`src/design/fnd_pkg.sv`:
```
// ----------------------------------------------------------------------------
// Four-neighbour despeckle package
// Pixel and window types, register indexes and constants shared by the
// despeckle filter, its line cells and the top level.
// ----------------------------------------------------------------------------
package fnd_pkg;

    localparam int PIX_W      = 8;
    localparam int SUM_W      = PIX_W + 2;
    localparam int DIV3_SHIFT = SUM_W + 1;
    localparam int DIV3_MULT  = ((1 << DIV3_SHIFT) + 2) / 3;

    localparam int FW_W      = 6;
    localparam int FH_W      = 11;
    localparam int CFG_W     = 11;
    localparam int CFG_IDX_W = 1;

    localparam logic [CFG_IDX_W-1:0] REG_FRAME_WIDTH  = 1'b0;
    localparam logic [CFG_IDX_W-1:0] REG_FRAME_HEIGHT = 1'b1;

    localparam logic [FW_W-1:0] FW_RESET = 6'd30;
    localparam logic [FH_W-1:0] FH_RESET = 11'd20;

    typedef logic [PIX_W-1:0] pix_t;

    typedef struct packed {
        pix_t upper;
        pix_t middle;
    } fnd_column_t;

    // Neighbour flags are ordered up, left, right, down from bit 0.
    typedef struct packed {
        pix_t       centre;
        pix_t       up;
        pix_t       left;
        pix_t       right;
        pix_t       down;
        logic [3:0] nb_ok;
        logic       frame_end;
        logic       run_last;
    } fnd_window_t;

endpackage

```
`src/design/four_neighbour_despeckle.sv`:
```
// ----------------------------------------------------------------------------
// Four-neighbour despeckle filter
// Replaces isolated pixels of a raster stream by the rounded average of
// their up, down, left and right neighbours.
// ----------------------------------------------------------------------------
// Pixels enter on the pixel channel (pixel_valid, pixel_ready, pixel_in) in
// raster order; filtered words leave on the result channel (result_valid,
// result_ready, pixel_out, frame_end, run_last), also in raster order.
// Frame width and height are written through the cfg port while the block
// is idle; any write restarts the frame at its first pixel.
// The output trails the input by one line. A word passes through the
// first-stage registers and the output register after the pixel that
// completes its neighbourhood. The last pixel of a frame flushes the whole
// final row, with pixel_ready low meanwhile. Outside flushes and stalls,
// one pixel is taken per cycle; the rate is set by the shift of the column
// cell ring. When the receiver stalls, the output register and the stage
// before it fill, and pixel_ready falls until result_ready returns.
// Reset clears the counters and the pipeline, and loads a width of 30 and a
// height of 20. The line cells keep their contents.
// ----------------------------------------------------------------------------
module four_neighbour_despeckle #(
    parameter int MAX_WIDTH  = 32,
    parameter int MAX_HEIGHT = 1024
) (
    input  logic                            clk,
    input  logic                            rst_n,
    input  logic                            cfg_write,
    input  logic [fnd_pkg::CFG_IDX_W-1:0]   cfg_index,
    input  logic [fnd_pkg::CFG_W-1:0]       cfg_data,
    input  logic                            pixel_valid,
    output logic                            pixel_ready,
    input  fnd_pkg::pix_t                   pixel_in,
    output logic                            result_valid,
    input  logic                            result_ready,
    output fnd_pkg::pix_t                   pixel_out,
    output logic                            frame_end,
    output logic                            run_last
);
    import fnd_pkg::*;

    localparam int CW = (MAX_WIDTH > 1) ? $clog2(MAX_WIDTH) : 1;
    localparam int RW = (MAX_HEIGHT > 1) ? $clog2(MAX_HEIGHT) : 1;

    logic [FW_W-1:0] fw_reg;
    logic [FH_W-1:0] fh_reg;
    logic [CW-1:0]   last_col;
    logic [RW-1:0]   last_row;

    logic [CW-1:0] col_reg;
    logic [RW-1:0] row_reg;
    logic          flushing_reg;
    logic [CW-1:0] flush_col_reg;
    pix_t          left_reg;

    logic in_accept;
    logic at_row_end;
    logic at_frame_end;
    logic flush_step;
    logic filt_load;
    logic filt_can_load;

    fnd_column_t ring_q         [MAX_WIDTH];
    fnd_column_t ring_from_next [MAX_WIDTH];
    fnd_column_t ring_insert;
    logic        ring_shift;
    fnd_window_t window;

    always_comb
    begin
        if (fw_reg == '0)
        begin
            last_col = '0;
        end
        else if (int'(fw_reg) > MAX_WIDTH)
        begin
            last_col = CW'(MAX_WIDTH - 1);
        end
        else
        begin
            last_col = CW'(fw_reg - 1'b1);
        end

        if (fh_reg == '0)
        begin
            last_row = '0;
        end
        else if (int'(fh_reg) > MAX_HEIGHT)
        begin
            last_row = RW'(MAX_HEIGHT - 1);
        end
        else
        begin
            last_row = RW'(fh_reg - 1'b1);
        end
    end

    assign pixel_ready  = filt_can_load && !flushing_reg;
    assign in_accept    = pixel_valid && pixel_ready;
    assign flush_step   = flushing_reg && filt_can_load;
    assign at_row_end   = (col_reg == last_col);
    assign at_frame_end = at_row_end && (row_reg == last_row);
    assign filt_load    = flush_step || (in_accept && row_reg != '0);
    assign ring_shift   = in_accept || flush_step;

    always_comb
    begin
        if (flushing_reg)
        begin
            ring_insert = ring_q[0];
        end
        else
        begin
            ring_insert.upper  = ring_q[0].middle;
            ring_insert.middle = pixel_in;
        end
    end

    for (genvar i = 0; i < MAX_WIDTH; i++)
    begin : g_ring
        assign ring_from_next[i] = ring_q[(i + 1) % MAX_WIDTH];

        fnd_cell u_cell (
            .clk         (clk),
            .shift       (ring_shift),
            .take_insert (last_col == CW'(i)),
            .from_next   (ring_from_next[i]),
            .insert      (ring_insert),
            .data        (ring_q[i])
        );
    end

    always_comb
    begin
        window.centre = ring_q[0].middle;
        window.up     = ring_q[0].upper;
        window.left   = left_reg;
        window.right  = ring_from_next[0].middle;
        window.down   = pixel_in;
        if (flushing_reg)
        begin
            window.nb_ok[0]  = (last_row != '0);
            window.nb_ok[1]  = (flush_col_reg != '0);
            window.nb_ok[2]  = (flush_col_reg != last_col);
            window.nb_ok[3]  = 1'b0;
            window.frame_end = (flush_col_reg == last_col);
            window.run_last  = (flush_col_reg == last_col);
        end
        else
        begin
            window.nb_ok[0]  = (int'(row_reg) >= 2);
            window.nb_ok[1]  = (col_reg != '0);
            window.nb_ok[2]  = !at_row_end;
            window.nb_ok[3]  = 1'b1;
            window.frame_end = 1'b0;
            window.run_last  = !at_frame_end;
        end
    end

    fnd_filter u_filter (
        .clk          (clk),
        .rst_n        (rst_n),
        .load         (filt_load),
        .window       (window),
        .can_load     (filt_can_load),
        .result_valid (result_valid),
        .result_ready (result_ready),
        .pixel_out    (pixel_out),
        .frame_end    (frame_end),
        .run_last     (run_last)
    );

    always_ff @(posedge clk)
    begin
        if (ring_shift)
        begin
            left_reg <= ring_q[0].middle;
        end
    end

    always_ff @(posedge clk or negedge rst_n)
    begin
        if (!rst_n)
        begin
            fw_reg        <= FW_RESET;
            fh_reg        <= FH_RESET;
            col_reg       <= '0;
            row_reg       <= '0;
            flushing_reg  <= 1'b0;
            flush_col_reg <= '0;
        end
        else
        begin
            if (in_accept)
            begin
                if (at_frame_end)
                begin
                    col_reg       <= '0;
                    row_reg       <= '0;
                    flushing_reg  <= 1'b1;
                    flush_col_reg <= '0;
                end
                else if (at_row_end)
                begin
                    col_reg <= '0;
                    row_reg <= row_reg + 1'b1;
                end
                else
                begin
                    col_reg <= col_reg + 1'b1;
                end
            end

            if (flush_step)
            begin
                if (flush_col_reg == last_col)
                begin
                    flushing_reg <= 1'b0;
                end
                else
                begin
                    flush_col_reg <= flush_col_reg + 1'b1;
                end
            end

            if (cfg_write)
            begin
                unique case (cfg_index)
                    REG_FRAME_WIDTH:  fw_reg <= cfg_data[FW_W-1:0];
                    REG_FRAME_HEIGHT: fh_reg <= cfg_data[FH_W-1:0];
                    default:          ;
                endcase
                col_reg <= '0;
                row_reg <= '0;
            end
        end
    end

`ifndef SYNTHESIS
    a_position_in_frame : assert property (@(posedge clk) disable iff (!rst_n)
        (col_reg <= last_col) && (row_reg <= last_row))
        else $error("Pixel position lies outside the frame.");

    a_flush_covers_row : assert property (@(posedge clk) disable iff (!rst_n)
        $fell(flushing_reg) |-> ($past(flush_col_reg) == $past(last_col)))
        else $error("Row flush ended before the last column.");

    a_frame_end_closes_run : assert property (@(posedge clk) disable iff (!rst_n)
        (result_valid && frame_end) |-> run_last)
        else $error("Frame end word is not the last word of its run.");
`endif

endmodule

```
`src/design/fnd_cell.sv`:
```
// ----------------------------------------------------------------------------
// Four-neighbour despeckle line cell
// Holds one column of the two stored lines and passes it to its neighbour
// on every shift; the tail cell takes the new column instead.
// ----------------------------------------------------------------------------
module fnd_cell (
    input  logic                clk,
    input  logic                shift,
    input  logic                take_insert,
    input  fnd_pkg::fnd_column_t from_next,
    input  fnd_pkg::fnd_column_t insert,
    output fnd_pkg::fnd_column_t data
);
    import fnd_pkg::*;

    fnd_column_t data_reg;

    always_ff @(posedge clk)
    begin
        if (shift)
        begin
            data_reg <= take_insert ? insert : from_next;
        end
    end

    assign data = data_reg;

endmodule

```
`src/design/fnd_filter.sv`:
```
// ----------------------------------------------------------------------------
// Four-neighbour despeckle filter pipeline
// Compares the centre with its neighbours and sums them in the first stage,
// forms the rounded average in the second and holds the result word in an
// output register with a valid/ready handshake.
// ----------------------------------------------------------------------------
module fnd_filter (
    input  logic                clk,
    input  logic                rst_n,
    input  logic                load,
    input  fnd_pkg::fnd_window_t window,
    output logic                can_load,
    output logic                result_valid,
    input  logic                result_ready,
    output fnd_pkg::pix_t       pixel_out,
    output logic                frame_end,
    output logic                run_last
);
    import fnd_pkg::*;

    pix_t             nb_pix [4];
    logic [PIX_W:0]   diff   [4];
    logic [3:0]       near;
    logic [SUM_W-1:0] sum;
    logic [2:0]       cnt;
    logic             pass;

    logic             s1_valid_reg;
    logic             s1_valid_next;
    pix_t             s1_centre_reg;
    logic [SUM_W-1:0] s1_sum_reg;
    logic [2:0]       s1_cnt_reg;
    logic             s1_pass_reg;
    logic             s1_frame_end_reg;
    logic             s1_run_last_reg;

    logic [2*SUM_W-1:0] prod;
    logic [SUM_W-1:0]   quot;
    logic               adv;

    logic out_valid_reg;
    pix_t pixel_out_reg;
    logic frame_end_reg;
    logic run_last_reg;

    assign nb_pix[0] = window.up;
    assign nb_pix[1] = window.left;
    assign nb_pix[2] = window.right;
    assign nb_pix[3] = window.down;

    always_comb
    begin
        sum = '0;
        cnt = '0;
        for (int i = 0; i < 4; i++)
        begin
            diff[i] = {1'b0, window.centre} - {1'b0, nb_pix[i]};
            near[i] = window.nb_ok[i]
                      && (diff[i] == '0 || diff[i] == (PIX_W+1)'(1) || diff[i] == '1);
            if (window.nb_ok[i])
            begin
                sum = sum + SUM_W'(nb_pix[i]);
                cnt = cnt + 3'd1;
            end
        end
        pass = (window.nb_ok == 4'b0000) || (near != 4'b0000);
    end

    assign adv      = !out_valid_reg || result_ready;
    assign can_load = !s1_valid_reg || adv;

    always_comb
    begin
        if (load)
        begin
            s1_valid_next = 1'b1;
        end
        else if (adv)
        begin
            s1_valid_next = 1'b0;
        end
        else
        begin
            s1_valid_next = s1_valid_reg;
        end
    end

    always_ff @(posedge clk or negedge rst_n)
    begin
        if (!rst_n)
        begin
            s1_valid_reg  <= 1'b0;
            out_valid_reg <= 1'b0;
        end
        else
        begin
            s1_valid_reg <= s1_valid_next;
            if (adv)
            begin
                out_valid_reg <= s1_valid_reg;
            end
        end
    end

    always_ff @(posedge clk)
    begin
        if (load)
        begin
            s1_centre_reg    <= window.centre;
            s1_sum_reg       <= sum + SUM_W'(cnt >> 1);
            s1_cnt_reg       <= cnt;
            s1_pass_reg      <= pass;
            s1_frame_end_reg <= window.frame_end;
            s1_run_last_reg  <= window.run_last;
        end
    end

    // Division by three is a multiplication by the rounded-up reciprocal.
    assign prod = (2*SUM_W)'(s1_sum_reg) * (2*SUM_W)'(DIV3_MULT);

    always_comb
    begin
        case (s1_cnt_reg)
            3'd2:    quot = s1_sum_reg >> 1;
            3'd3:    quot = SUM_W'(prod >> DIV3_SHIFT);
            3'd4:    quot = s1_sum_reg >> 2;
            default: quot = s1_sum_reg;
        endcase
    end

    always_ff @(posedge clk)
    begin
        if (adv && s1_valid_reg)
        begin
            pixel_out_reg <= s1_pass_reg ? s1_centre_reg : quot[PIX_W-1:0];
            frame_end_reg <= s1_frame_end_reg;
            run_last_reg  <= s1_run_last_reg;
        end
    end

    assign result_valid = out_valid_reg;
    assign pixel_out    = pixel_out_reg;
    assign frame_end    = frame_end_reg;
    assign run_last     = run_last_reg;

endmodule

```
`config.mk`:
```
export PLATFORM = sky130hd
export DESIGN_NAME = four_neighbour_despeckle
export DESIGN_NICKNAME = d
export VERILOG_FILES = /design/src/design/fnd_pkg.sv /design/src/design/four_neighbour_despeckle.sv /design/src/design/fnd_cell.sv /design/src/design/fnd_filter.sv
export SDC_FILE = /design/constraint.sdc
export NUM_CORES = 1
export LEC_CHECK = 0
export CORE_MARGIN = 3
export CORE_UTILIZATION = 55
export CTS_CLUSTER_SIZE = 24
export DETAILED_ROUTE_END_ITERATION = 12
export DONT_BUFFER_PORTS = 1
export PLACE_DENSITY = 0.73
export SLEW_MARGIN = 20
export SYNTH_ARGS = -nofsm -noshare
export SYNTH_HDL_FRONTEND = slang
export SYNTH_SLANG_ARGS = --single-unit
```
`constraint.sdc`:
```
create_clock -name clk -period 22.3 [get_ports clk]
set_input_delay 2.23 -clock clk [delete_from_list [all_inputs] [get_ports clk]]
set_output_delay 2.23 -clock clk [all_outputs]
set_load 0.1 [all_outputs]
```
After elaboration in Yosys (flattened, before gate mapping)
Cells that the tools add are included.
{"block": "classes", "n_eq_ne": 46, "reduce_logical": 47, "muxes": 66, "bitwise": 1, "n_mul": 1, "order_cmp": 3, "n_addsub": 16}
{"operator": "$mux W16", "n": 33}
{"operator": "$mux W10", "n": 9}
{"operator": "$eq A5 B5 Y1 const B", "n": 16}
{"operator": "$mux W5", "n": 10}
{"operator": "$eq A5 B4 Y1 const B", "n": 8}
{"operator": "$eq A9 B1 Y1 const B", "n": 4}
{"operator": "$eq A9 B9 Y1 const B", "n": 4}
{"operator": "$logic_not A9 Y1", "n": 4}
{"operator": "$sub A8 B8 Y9", "n": 4}
{"operator": "$pmux W8 S3", "n": 1}
{"operator": "$add A10 B8 Y10", "n": 2}
{"operator": "$eq A5 B3 Y1 const B", "n": 4}
{"operator": "$reduce_bool A10 Y1", "n": 2}
{"operator": "$mul A10 B10 Y19 const B", "n": 1}
{"operator": "$mux W8", "n": 2}
{"operator": "$logic_or A1 B1 Y1", "n": 13}
{"operator": "$gt A11 B11 Y1 const B", "n": 1}
{"operator": "$logic_not A11 Y1", "n": 1}
{"operator": "$add A10 B1 Y10 const B", "n": 1}
{"operator": "$add A10 B2 Y10", "n": 1}
{"operator": "$add A5 B1 Y5 const B", "n": 2}
{"operator": "$eq A10 B10 Y1", "n": 1}
{"operator": "$eq A5 B2 Y1 const B", "n": 2}
{"operator": "$eq A5 B5 Y1", "n": 2}
{"operator": "25 further kinds", "n": 52}
{"block": "word_totals", "register_bits": 594, "inputBits": 25, "wordCells": 262, "out_inout_bits": 12}

Logic depth before layout (Yosys ltp)
Gate-level depths: netlist of run 1.
{"block": "depth", "word_depth": 15, "mapped_depth": 35, "ltp_nobuf": 34}

Cells and area by module
Synthesis of run 1 repeated with hierarchy kept, for this count alone.
{"block": "hier_totals", "cells_unflattened": 2243, "area_unflattened_um2": 33379.5}
{"module": "fnd_cell", "n_inst": 32, "seq_area_each_um2": 480.5, "cells_each": 34, "area_per_inst_um2": 729.4}
{"module": "fnd_filter", "n_inst": 1, "seq_area_each_um2": 1071.0, "cells_each": 718, "area_per_inst_um2": 6247.2}
{"module": "four_neighbour_despeckle", "n_inst": 1, "seq_area_each_um2": 1198.6, "cells_each": 437, "area_per_inst_um2": 3789.9}

Worst setup path after synthesis of run 1
No wires, ideal clock.
{"block": "synth_path", "path_kind": "input to register", "from": "input port result_ready", "to": "register g_ring[0].u_cell.data_reg, in the netlist g_ring[0].u_cell.data[0] (enable)", "arrival_ns": 23.985, "path_slack_ns": -3.100, "path_stages": 3, "n_path_buf": 0, "path_cell_list": "nand2b_1 nor2_1 nor2_1"}
{"block": "synth_between", "elab_chain_cells": 5, "word_cells_on_any_way": 6, "classes_between": "reduce/logical (6)"}
{"element": "start: declaration", "line_no": "four_neighbour_despeckle.sv:34", "text": "input logic result_ready,"}
{"element": "$logic_or A1 B1 Y1 (*)", "line_no": "fnd_filter.sv:69", "text": "assign adv = !out_valid_reg || result_ready;"}
{"element": "$logic_or A1 B1 Y1 (*)", "line_no": "fnd_filter.sv:70", "text": "assign can_load = !s1_valid_reg || adv;"}
{"element": "$logic_and A1 B1 Y1", "line_no": "four_neighbour_despeckle.sv:97", "text": "assign pixel_ready = filt_can_load && !flushing_reg;"}
{"element": "$logic_and A1 B1 Y1", "line_no": "four_neighbour_despeckle.sv:98", "text": "assign in_accept = pixel_valid && pixel_ready;"}
{"element": "$logic_or A1 B1 Y1 (*)", "line_no": "four_neighbour_despeckle.sv:103", "text": "assign ring_shift = in_accept || flush_step;"}
{"element": "net g_ring[0].u_cell.shift", "line_no": "fnd_cell.sv:8", "text": "input logic shift,"}
{"element": "end signal: assignment", "line_no": "fnd_cell.sv:22", "text": "data_reg <= take_insert ? insert : from_next;"}
{"element": "end: declaration", "line_no": "fnd_cell.sv:16", "text": "fnd_column_t data_reg;"}
The timed path passes the listed nets; every way through them passes the cells marked *.
A chain may end at the register's enable or synchronous reset.

Worst setup path in the final report of run 1
{"block": "layout_path", "from": "register fh_reg[0]", "to": "register u_filter.s1_sum_reg[9], data pin"}
{"block": "layout_between", "elab_chain_cells": 13, "word_cells_on_any_way": 22, "classes_between": "add/sub (8); order compare (1); mux (11); reduce/logical (2)"}
{"element": "start: declaration", "line_no": "four_neighbour_despeckle.sv:45", "text": "logic [FH_W-1:0] fh_reg;"}
{"element": "start signal: assignment", "line_no": "four_neighbour_despeckle.sv:229", "text": "REG_FRAME_HEIGHT: fh_reg <= cfg_data[FH_W-1:0];"}
{"element": "$sub A10 B1 Y10 or $gt A11 B11 Y1 (tied branches)", "line_no": "four_neighbour_despeckle.sv:93, four_neighbour_despeckle.sv:87"}
{"element": "$mux W10", "line_no": "four_neighbour_despeckle.sv:87", "text": "else if (int'(fh_reg) > MAX_HEIGHT)"}
{"element": "$mux W10 (*)", "line_no": "four_neighbour_despeckle.sv:83", "text": "if (fh_reg == '0)"}
{"element": "$reduce_bool A10 Y1 (*)", "line_no": "four_neighbour_despeckle.sv:141", "text": "window.nb_ok[0] = (last_row != '0);"}
{"element": "$mux W6 (*)", "line_no": "four_neighbour_despeckle.sv:139", "text": "if (flushing_reg)"}
{"element": "$mux W8 or $mux W1 (tied branches)", "line_no": "fnd_filter.sv:60", "text": "if (window.nb_ok[i])"}
{"element": "$add A8 B8 Y9 or $add A1 B1 Y2 (tied branches)", "line_no": "fnd_filter.sv:62, fnd_filter.sv:63"}
{"element": "$mux W10 or $mux W3 (tied branches)", "line_no": "fnd_filter.sv:60"}
{"element": "$add A10 B8 Y10 or $add A3 B1 Y3 (tied branches)", "line_no": "fnd_filter.sv:62, fnd_filter.sv:63"}
{"element": "$mux W10 or $mux W3 (tied branches)", "line_no": "fnd_filter.sv:60"}
{"element": "$add A10 B8 Y10 or $add A3 B1 Y3 (tied branches)", "line_no": "fnd_filter.sv:62, fnd_filter.sv:63"}
{"element": "$mux W10 or $mux W3 (tied branches)", "line_no": "fnd_filter.sv:60"}
{"element": "$add A10 B2 Y10 (*)", "line_no": "fnd_filter.sv:110", "text": "s1_sum_reg <= sum + SUM_W'(cnt >> 1);"}
{"element": "end signal: assignment", "line_no": "fnd_filter.sv:110"}
{"element": "end: declaration", "line_no": "fnd_filter.sv:31", "text": "logic [SUM_W-1:0] s1_sum_reg;"}
Every way passes the cells marked *; elsewhere a longest branch is shown, timed or not.

==> results.md, run 1 <==
- CTS tree: built
- Max Cap Viol: 0
- Total grt overflow: 0
- Die area: 57780 um2
- Crit-path max cell delay: 0.68 ns
- Post-CTS setup repair buffer count: 0
- Ys Warns: 0
- Unique cell type count in the Yosys netlist: 94
- Min-Delay Path Depth: 0
- Overall routing resource usage: 23.30%
- Total CTS buffers: 60
- Slew @ Worst Pin: 1.105 ns
- Clock Latency Late Sink: 0.62 ns
- Critical Path AT: 7.87 ns
- Async SR Flop Fraction: 6.734%
- Clk buf depth: 3
- Routed WL: 67140 um
- Setup-failing EPs final: 0
- Seq/Total Area, Yosys: 58.40%
- Share of total power in sequential cells: 36.2%
- Crit. End Element: flip-flop
- Root Buffer: clkbuf_16
- Syn Nets: 2987
- Vias in the first global route: 20250
- Placed cells: 3346
- FP Rows: 85
- Commonest non-fill, non-tap cells in the layout: 554 x edfxtp_1, 355 x nor2_1, 330 x a21oi_1, 311 x nand2_1, 286 x o21ai_0
- Largest net degree at the start of global routing: 197
- DP Area: 30870 um2
- CTS Hold Bufs: 0
- Drt first pass iters: 6
- Buf/Inv on CP: 4
- Setup CP Type: flip-flop to flip-flop
- Max reg flops: 512
- Worst slew margin: 24.77%
- Post-CTS resize count: 0
- EDFF count, synth: 554
- Layout cell share with drive strength beyond 1: 7.890%
- Vias post-DR: 20680
- Ant. Diodes: 0
- CTS H-tree depth: 2
- Max Fclk: 133.2 MHz
- Pwr Density: 131.5 nW/um2
- CP startpoint kind: flip-flop
- First-pass GRT wire length: 107800 um
- Post-route cell area: 32860 um2
- Post-detail-place hpwl: 41710 um
- Most used DFF post-synth: edfxtp_1
- Post-synthesis cell area: 30210 um2
- Pins Over Slew Limit: 0
- Die X: 240.4 um
- CORE AREA: 54130 um2
- Finished Layout Cells: 3459
- Comb pwr share: 41.6%
- Drt initial violations: 2000
- Cell leakage power: 12.46 nW
- Most common cell after layout, fill and taps aside: edfxtp_1
- Internal power: 2.740 mW
- Gpl congestion: 0.8872
- Hold Violations, Final: 0
- Seq cells post-synth: 594
- Synthesis-to-layout area growth: 8.767%
- Status: completed
- Die Y-Extent: 240.4 um
- Top Family by Delay on Critical Path: compound AO/OA/AOI/OAI gates
- Syn Inst Count: 2802
- Setup TNS: 0 ns
- Starting Density: 55.81%
- DRT antenna net count: 0
- Number of port buffers: 0
- Hold_ws: 0.4210 ns
- CP max FO: 10
- Clk pin slew, worst setup/hold paths: 0.06 ns
- Max rail drop VDD: 0.2205 mV
- Shortest period the worst path allows: 7.508 ns
- Critical path depth: 32
- Vias/cell: 5.978
- R2R depth: 32
- Clock Skew: 0.01564 ns
- NumNets Final: 2901
- Synth Area per Inst: 10.78 um2
- Initial antenna violation count: 0
- Sw Share: 36.60%
- Io pins: 37
- Clock power frac: 22.2%
- WL per Instance: 19.41 um
- Tcrit/Tclk final: 33.67%
- Critical path required time: 22.66 ns
- Psw: 1.582 mW
- DRC: 0
- Worst Hold Class: flip-flop to flip-flop
- Slowest CP cell: a31oi_1
- RSZ-0062 raised after global routing: no
- Clock sinks: 594
- Final Util: 60.71%
per-layer routing:
layer  wire [um]  GRT usage (%)  up-vias
met5           0              0        -
met4        1491          5.865        0
met3        3918          3.751      111
met2       31870          38.28      592
met1       29860          32.75    10160
li1            -              -     9816
worst reg2reg max path, delay by kind of cell, from the launching register on:
| kind | cells | cell delay [ns] |
|---|---|---|
| buffers and inverters | 4 | 0.48 |
| xor gates and xnor gates | 1 | 0.18 |
| DFF | 1 | 0.43 |
| and+or+nand+nor | 11 | 2.13 |
| adders and majority gates | 4 | 1.21 |
| muxes | 1 | 0.10 |
| AOI/OAI and AO/OA | 11 | 2.72 |
through the flow:
stage               worst slack [ns]  power (mW)
finish                         14.79       4.322
global route                   14.29       4.674
CTS                            14.81       4.348
detailed placement             14.81       3.369
global placement               14.98       3.283
floorplan                      5.706       2.977
area by class of cell:
cell class,count,area [um2]
clock buffers,72,1556
clock inverters,37,295.3
fillers,4293,21270
inverters,126,473.0
multi-input cells,1902,11700
flip-flops and latches,594,17650
well taps,696,870.8
repair buffers,32,316.6
synth_stat cells (20+ instances only):
master | number | area, um2
a21oi_1 | 331 | 1657
clkbuf_1 | 162 | 608.1
dfrtp_1 | 34 | 850.8
edfxtp_1 | 554 | 16640
fa_1 | 29 | 580.6
ha_1 | 131 | 1639
inv_1 | 124 | 465.5
mux2_2 | 20 | 225.2
mux2i_1 | 26 | 260.3
nand2_1 | 313 | 1175
nand2b_1 | 25 | 156.4
nand3_1 | 23 | 115.1
nor2_1 | 373 | 1400
nor3_1 | 24 | 120.1
o21ai_0 | 286 | 1431
xnor2_1 | 47 | 411.6
xor2_1 | 23 | 201.4
final timing paths:
kind                                          start                     end  slack, ns
min in group asynchronous                     rst_n              row_reg[8]       1.30
min reg2reg                u_filter.s1_run_last_reg       u_filter.run_last       0.42
max in group asynchronous                     rst_n               fw_reg[4]      20.81
max                                       fh_reg[0]  u_filter.s1_sum_reg[9]      14.79
max reg2reg                               fh_reg[0]  u_filter.s1_sum_reg[9]      14.79
min                        u_filter.s1_run_last_reg       u_filter.run_last       0.42
power by group through the flow:
stage / combinational [mW] / clock [mW] / sequential (mW)
after floorplan: 1.40 / 0 / 1.57
after global placement: 1.70 / 0 / 1.58
after detailed placement: 1.79 / 0 / 1.58
after CTS: 1.80 / 0.979 / 1.56
after global routing: 2.07 / 1.02 / 1.58
final: 1.80 / 0.960 / 1.56
kinds of logic after synthesis:
| family | synth area share [%] |
|---|---|
| AO/OA/AOI/OAI | 13.79 |
| XOR/XNOR | 2.083 |
| adder cells (fa/ha/maj) | 7.413 |
| buffers and inverters | 3.955 |
| flip-flops | 58.40 |
| multiplexers | 1.657 |
| AND/OR/NAND/NOR | 12.70 |
Power figures use the tool's default switching activity.
==> inputs of run 2 (changes only) <==
- clock period: 22.3 -> 6.75 ns (I/O delays scaled with it)
==> results.md, run 2 (synthesized netlist as in run 1, its figures left out) <==
- Clock Skew: 0.04448 ns
- Critical Path AT: 7.00 ns
- RR Endpoint: u_filter.s1_sum_reg[9]
- Clk buf depth: 3
- Post-detail-place hpwl: 43520 um
- Total grt overflow: 0
- Gpl congestion: 0.8848
- CP max FO: 4
- Die Y-Extent: 240.4 um
- Setup-failing EPs final: 0
- CORE AREA: 54130 um2
- Commonest non-fill, non-tap cells in the layout: 554 x edfxtp_1, 347 x nor2_1, 325 x a21oi_1, 311 x nand2_1, 282 x o21ai_0
- Root Buffer: clkbuf_16
- Most Crowded Layer GR: met2
- Share of total power in sequential cells: 34.5%
- Slowest CP cell: or4b_4
- DRC: 0
- Initial antenna violation count: 0
- Min-Delay Path Depth: 1
- Hold Violations, Final: 0
- Max reg flops: 512
- Clock power frac: 22.6%
- Reg2reg setup slack: 0.1 ns
- Slew @ Worst Pin: 1.114 ns
- Largest net degree at the start of global routing: 150
- Max Fclk: 150.3 MHz
- WL per Instance: 19.69 um
- Top Family by Delay on Critical Path: compound AO/OA/AOI/OAI gates
- Comb pwr share: 43.0%
- Buf/Inv on CP: 6
- Vias/cell: 5.942
- Overall routing resource usage: 24.17%
- Max rail drop VDD: 0.6254 mV
- Total CTS buffers: 61
- Met2 usage: 38.78%
- RSZ-0062 raised after global routing: yes
- Die X: 240.4 um
- Setup CP Type: flip-flop to flip-flop
- Crit. End Element: flip-flop
- Worst slew margin: 24.18%
- WHS Endpoint: col_reg[0]
- Tcrit/Tclk final: 98.59%
- R2R depth: 34
- Crit-path max cell delay: 0.48 ns
- Max Cap Viol: 0
- Final Util: 62.63%
- Clock Latency Late Sink: 0.65 ns
- FP Rows: 85
- Drt first pass iters: 5
- Most common cell after layout, fill and taps aside: edfxtp_1
- Ant. Diodes: 0
- CP startpoint kind: flip-flop
- Clock sinks: 594
- Worst reg2reg startpoint: fh_reg[1]
- Vias in the first global route: 20650
- Clk pin slew, worst setup/hold paths: 0.06 ns
- Sw Share: 36.11%
- Pwr Total: 14.95 mW
- Hold path start: cfg_write
- Drt initial violations: 1966
- Die area: 57780 um2
- Psw: 5.398 mW
- CTS tree: built
- Number of port buffers: 0
- Layout cell share with drive strength beyond 1: 12.08%
- Io pins: 37
- CTS H-tree depth: 2
- Internal power: 9.550 mW
- Starting Density: 55.81%
- Grt met1 use: 34.71%
- First-pass GRT wire length: 111100 um
- NumNets Final: 2982
- M3 GR Usage: 3.051%
- Worst Hold Class: primary input to flip-flop
- Status: completed
- Pwr Density: 440.9 nW/um2
- Synthesis-to-layout area growth: 12.22%
- Pins Over Slew Limit: 0
- Critical path required time: 7.09 ns
- Vias post-DR: 21060
- DRT antenna net count: 0
- Shortest period the worst path allows: 6.655 ns
- Routed WL: 69790 um
- Cell leakage power: 12.97 nW
run 2: cell count changes in the layout (fill, tap and decap cells not counted), moves of 5 or more:
cell	before	now
a21oi_1	330	325
a21oi_2	1	6
buf_4	26	100
ha_1	131	126
nor2_1	355	347
nor2_4	12	18
nor3_1	22	16
run 2: area by class of cell:
type	instances	area, um2
clock buffers	73	1572
clock inverters	41	425.4
fillers	4102	20230
inverters	126	475.5
multi-input cells	1902	11970
flip-flops and latches	594	17650
well taps	696	870.8
repair buffers	112	943.4
run 2: how the worst max path moves through the flow:
stage | cells after the start | slack [ns] | start | endpoint
after floorplan | 5 | -2.21 | flushing_reg | g_ring[0].u_cell.data[0]
after global placement | 36 | 0.16 | fh_reg[0] | u_filter.s1_sum_reg[9]
after detailed placement | 36 | -0.05 | fh_reg[0] | u_filter.s1_sum_reg[9]
after CTS | 36 | 0.04 | fh_reg[0] | u_filter.s1_sum_reg[9]
after global routing | 34 | -0.24 | fh_reg[0] | u_filter.s1_sum_reg[9]
final | 34 | 0.1 | fh_reg[1] | u_filter.s1_sum_reg[9]
run 2: what timing repair did:
item / CTS / global route
cloned: 0 / 0
hold endpoints to repair: 40 / 0
endpoints found under the setup margin: 2 / 4
setup buffers: 3 / 6
hold buffers: 2 / 0
pin swaps: 1 / 25
gates resized for setup: 7 / 55
run 2: metrics by stage:
stage | setup WS [ns] | hold slack, ns | area, um2 | setup TNS [ns] | instances
final | 0.09540 | 0.09643 | 33910 | 0 | 3544
after global routing | -0.2406 | 0.08778 | 33910 | -0.3305 | 3544
after CTS | 0.03886 | 0.05820 | 33540 | 0 | 3537
after detailed placement | -0.04626 | 0.3805 | 31460 | -0.04626 | 3418
after global placement | 0.1583 | 0.3805 | 31440 | 0 | 3418
after floorplan | -2.213 | 0.3794 | 30270 | -1150.99 | 2802
run 2: layer usage:
metal / vias to the layer above / part of all wire [%]
met2: 610 / 48
li1: 9976 / -
met4: 0 / 2.5
met1: 10340 / 45
met3: 133 / 5.1
met5: - / 0
run 2: power by group through the flow:
stage | logic [mW] | registers [mW] | clock network, mW
CTS | 6.32 | 5.15 | 3.43
global placement | 5.96 | 5.21 | 0
global route | 7.32 | 5.20 | 3.55
finish | 6.42 | 5.15 | 3.37
floorplan | 4.64 | 5.15 | 0
detailed placement | 6.17 | 5.21 | 0
==> inputs of run 3 (changes only) <==
- CORE_UTILIZATION: 55 -> 58
- PLACE_DENSITY: 0.73 -> 0.76
==> results.md, run 3 (synthesized netlist as in run 1, its figures left out) <==
- Setup TNS: 0 ns
- WHS Endpoint: col_reg[3]
- R2R depth: 34
- Clock sinks: 594
- RR Endpoint: u_filter.s1_sum_reg[9]
- Worst slew margin: 25.35%
- Shortest period the worst path allows: 6.723 ns
- RSZ-0062 raised after global routing: yes
- Reg2reg setup slack: 0.03 ns
- Drt first pass iters: 6
- Pins Over Slew Limit: 0
- Tcrit/Tclk final: 99.60%
- Die X: 234.2 um
- Io pins: 37
- CP max FO: 5
- CTS tree: built
- Vias/cell: 6.003
- Crit. End Element: flip-flop
- Slowest CP cell: or4b_4
- Min-Delay Path Depth: 1
- Slew @ Worst Pin: 1.117 ns
- Critical path required time: 7.07 ns
- Clock Latency Late Sink: 0.64 ns
- CP dominant cell by count: inv_2
- Routed WL: 70220 um
- DRC: 0
- Initial antenna violation count: 0
- Worst reg2reg startpoint: fh_reg[0]
- CORE AREA: 51410 um2
- Max Cap Viol: 0
- CP startpoint kind: flip-flop
- Number of port buffers: 0
- Worst Hold Class: primary input to flip-flop
- Post-route cell area: 33890 um2
- DP Area: 31400 um2
- WL per Instance: 19.94 um
- FP Rows: 83
- Overall routing resource usage: 25.72%
- Clock Skew: 0.06631 ns
- Layout cell share with drive strength beyond 1: 12.00%
- Final Util: 65.93%
- Critical Path AT: 7.04 ns
- Total grt overflow: 0
- Drt initial violations: 1825
- Vias in the first global route: 20690
- Starting Density: 58.77%
- Setup-failing EPs final: 0
- Max Fclk: 148.7 MHz
- Vias post-DR: 21140
- Hold path start: cfg_write
- Status: completed
- Max reg flops: 512
- First-pass GRT wire length: 111400 um
- Most common cell after layout, fill and taps aside: edfxtp_1
- CTS H-tree depth: 2
- Post-detail-place hpwl: 43590 um
- Total CTS buffers: 59
- Setup CP Type: flip-flop to flip-flop
- DRT antenna net count: 0
- Pwr Density: 442.0 nW/um2
- Gpl congestion: 0.8863
- Commonest non-fill, non-tap cells in the layout: 554 x edfxtp_1, 348 x nor2_1, 325 x a21oi_1, 310 x nand2_1, 283 x o21ai_0
- Crit-path max cell delay: 0.50 ns
- Synthesis-to-layout area growth: 12.18%
- Die Y-Extent: 234.2 um
- Cell leakage power: 13.00 nW
- Root Buffer: clkbuf_16
- Largest net degree at the start of global routing: 216
- Ant. Diodes: 0
- Max rail drop VDD: 0.6266 mV
- Hold Violations, Final: 0
- Clk pin slew, worst setup/hold paths: 0.06 ns
- NumNets Final: 2980
- Die area: 54870 um2
- Clk buf depth: 3
- Hold_ws: 0.1436 ns
run 3: repair_timing:
action	in CTS	in global routing
hold buffers	2	0
resized for setup	2	49
setup buffers	0	8
endpoints found under the setup margin	1	4
pin swaps	0	19
hold endpoints to repair	40	0
run 3: through the flow:
step / total power, mW / cells / setup slack (ns)
floorplan: 9.785 / 2802 / -2.213
global placement: 11.22 / 3399 / 0.1283
detailed placement: 11.43 / 3399 / 0.007294
CTS: 14.88 / 3508 / 0.003511
global route: 16.14 / 3521 / -0.3251
finish: 14.98 / 3521 / 0.02713
run 3: final cells by class:
cell class	instances	area (um2)
Clock buffer	68	1520
Clock inverter	39	460.4
Fill cell	3837	17510
Inverter	126	475.5
Multi-Input combinational cell	1902	11940
Sequential cell	594	17650
Tap cell	680	850.8
Timing Repair Buffer	112	999.7
run 3: report_power, final:
| part | switching [mW] | internal (mW) |
|---|---|---|
| sequential | 0.395 | 4.76 |
| combinational | 3.58 | 2.86 |
| clock | 1.42 | 1.96 |
run 3: worst max-delay path, delay by kind of cell (launching register included):
kind	cells	cell delay, ns
adders and majority gates	5	1.01
DFF	1	0.39
xor gates and xnor gates	1	0.15
muxes	1	0.10
buffers and inverters	6	0.68
and+or+nand+nor	10	1.85
AOI/OAI and AO/OA	11	2.25
run 3: worst max path at each step:
stage / from / to / slack, ns
6_report: fh_reg[0] / u_filter.s1_sum_reg[9] / 0.03
5_1_grt: fh_reg[1] / u_filter.s1_sum_reg[9] / -0.33
4_1_cts: fh_reg[0] / u_filter.s1_sum_reg[9] / 0.004
3_5_place_dp: fh_reg[0] / u_filter.s1_sum_reg[9] / 0.007
3_3_place_gp: fh_reg[0] / u_filter.s1_sum_reg[9] / 0.13
2_1_floorplan: flushing_reg / g_ring[0].u_cell.data[0] / -2.21
run 3: metal layers:
| metal | wire [um] | share of wire (%) | vias up | global-route usage, % |
|---|---|---|---|---|
| li1 | - | - | 9962 | - |
| met1 | 29980 | 43 | 10330 | 35.42 |
| met2 | 33880 | 48 | 702 | 42.04 |
| met3 | 4210 | 6.0 | 142 | 4.033 |
| met4 | 2145 | 3.1 | 0 | 8.818 |
| met5 | 0 | 0 | - | 0 |
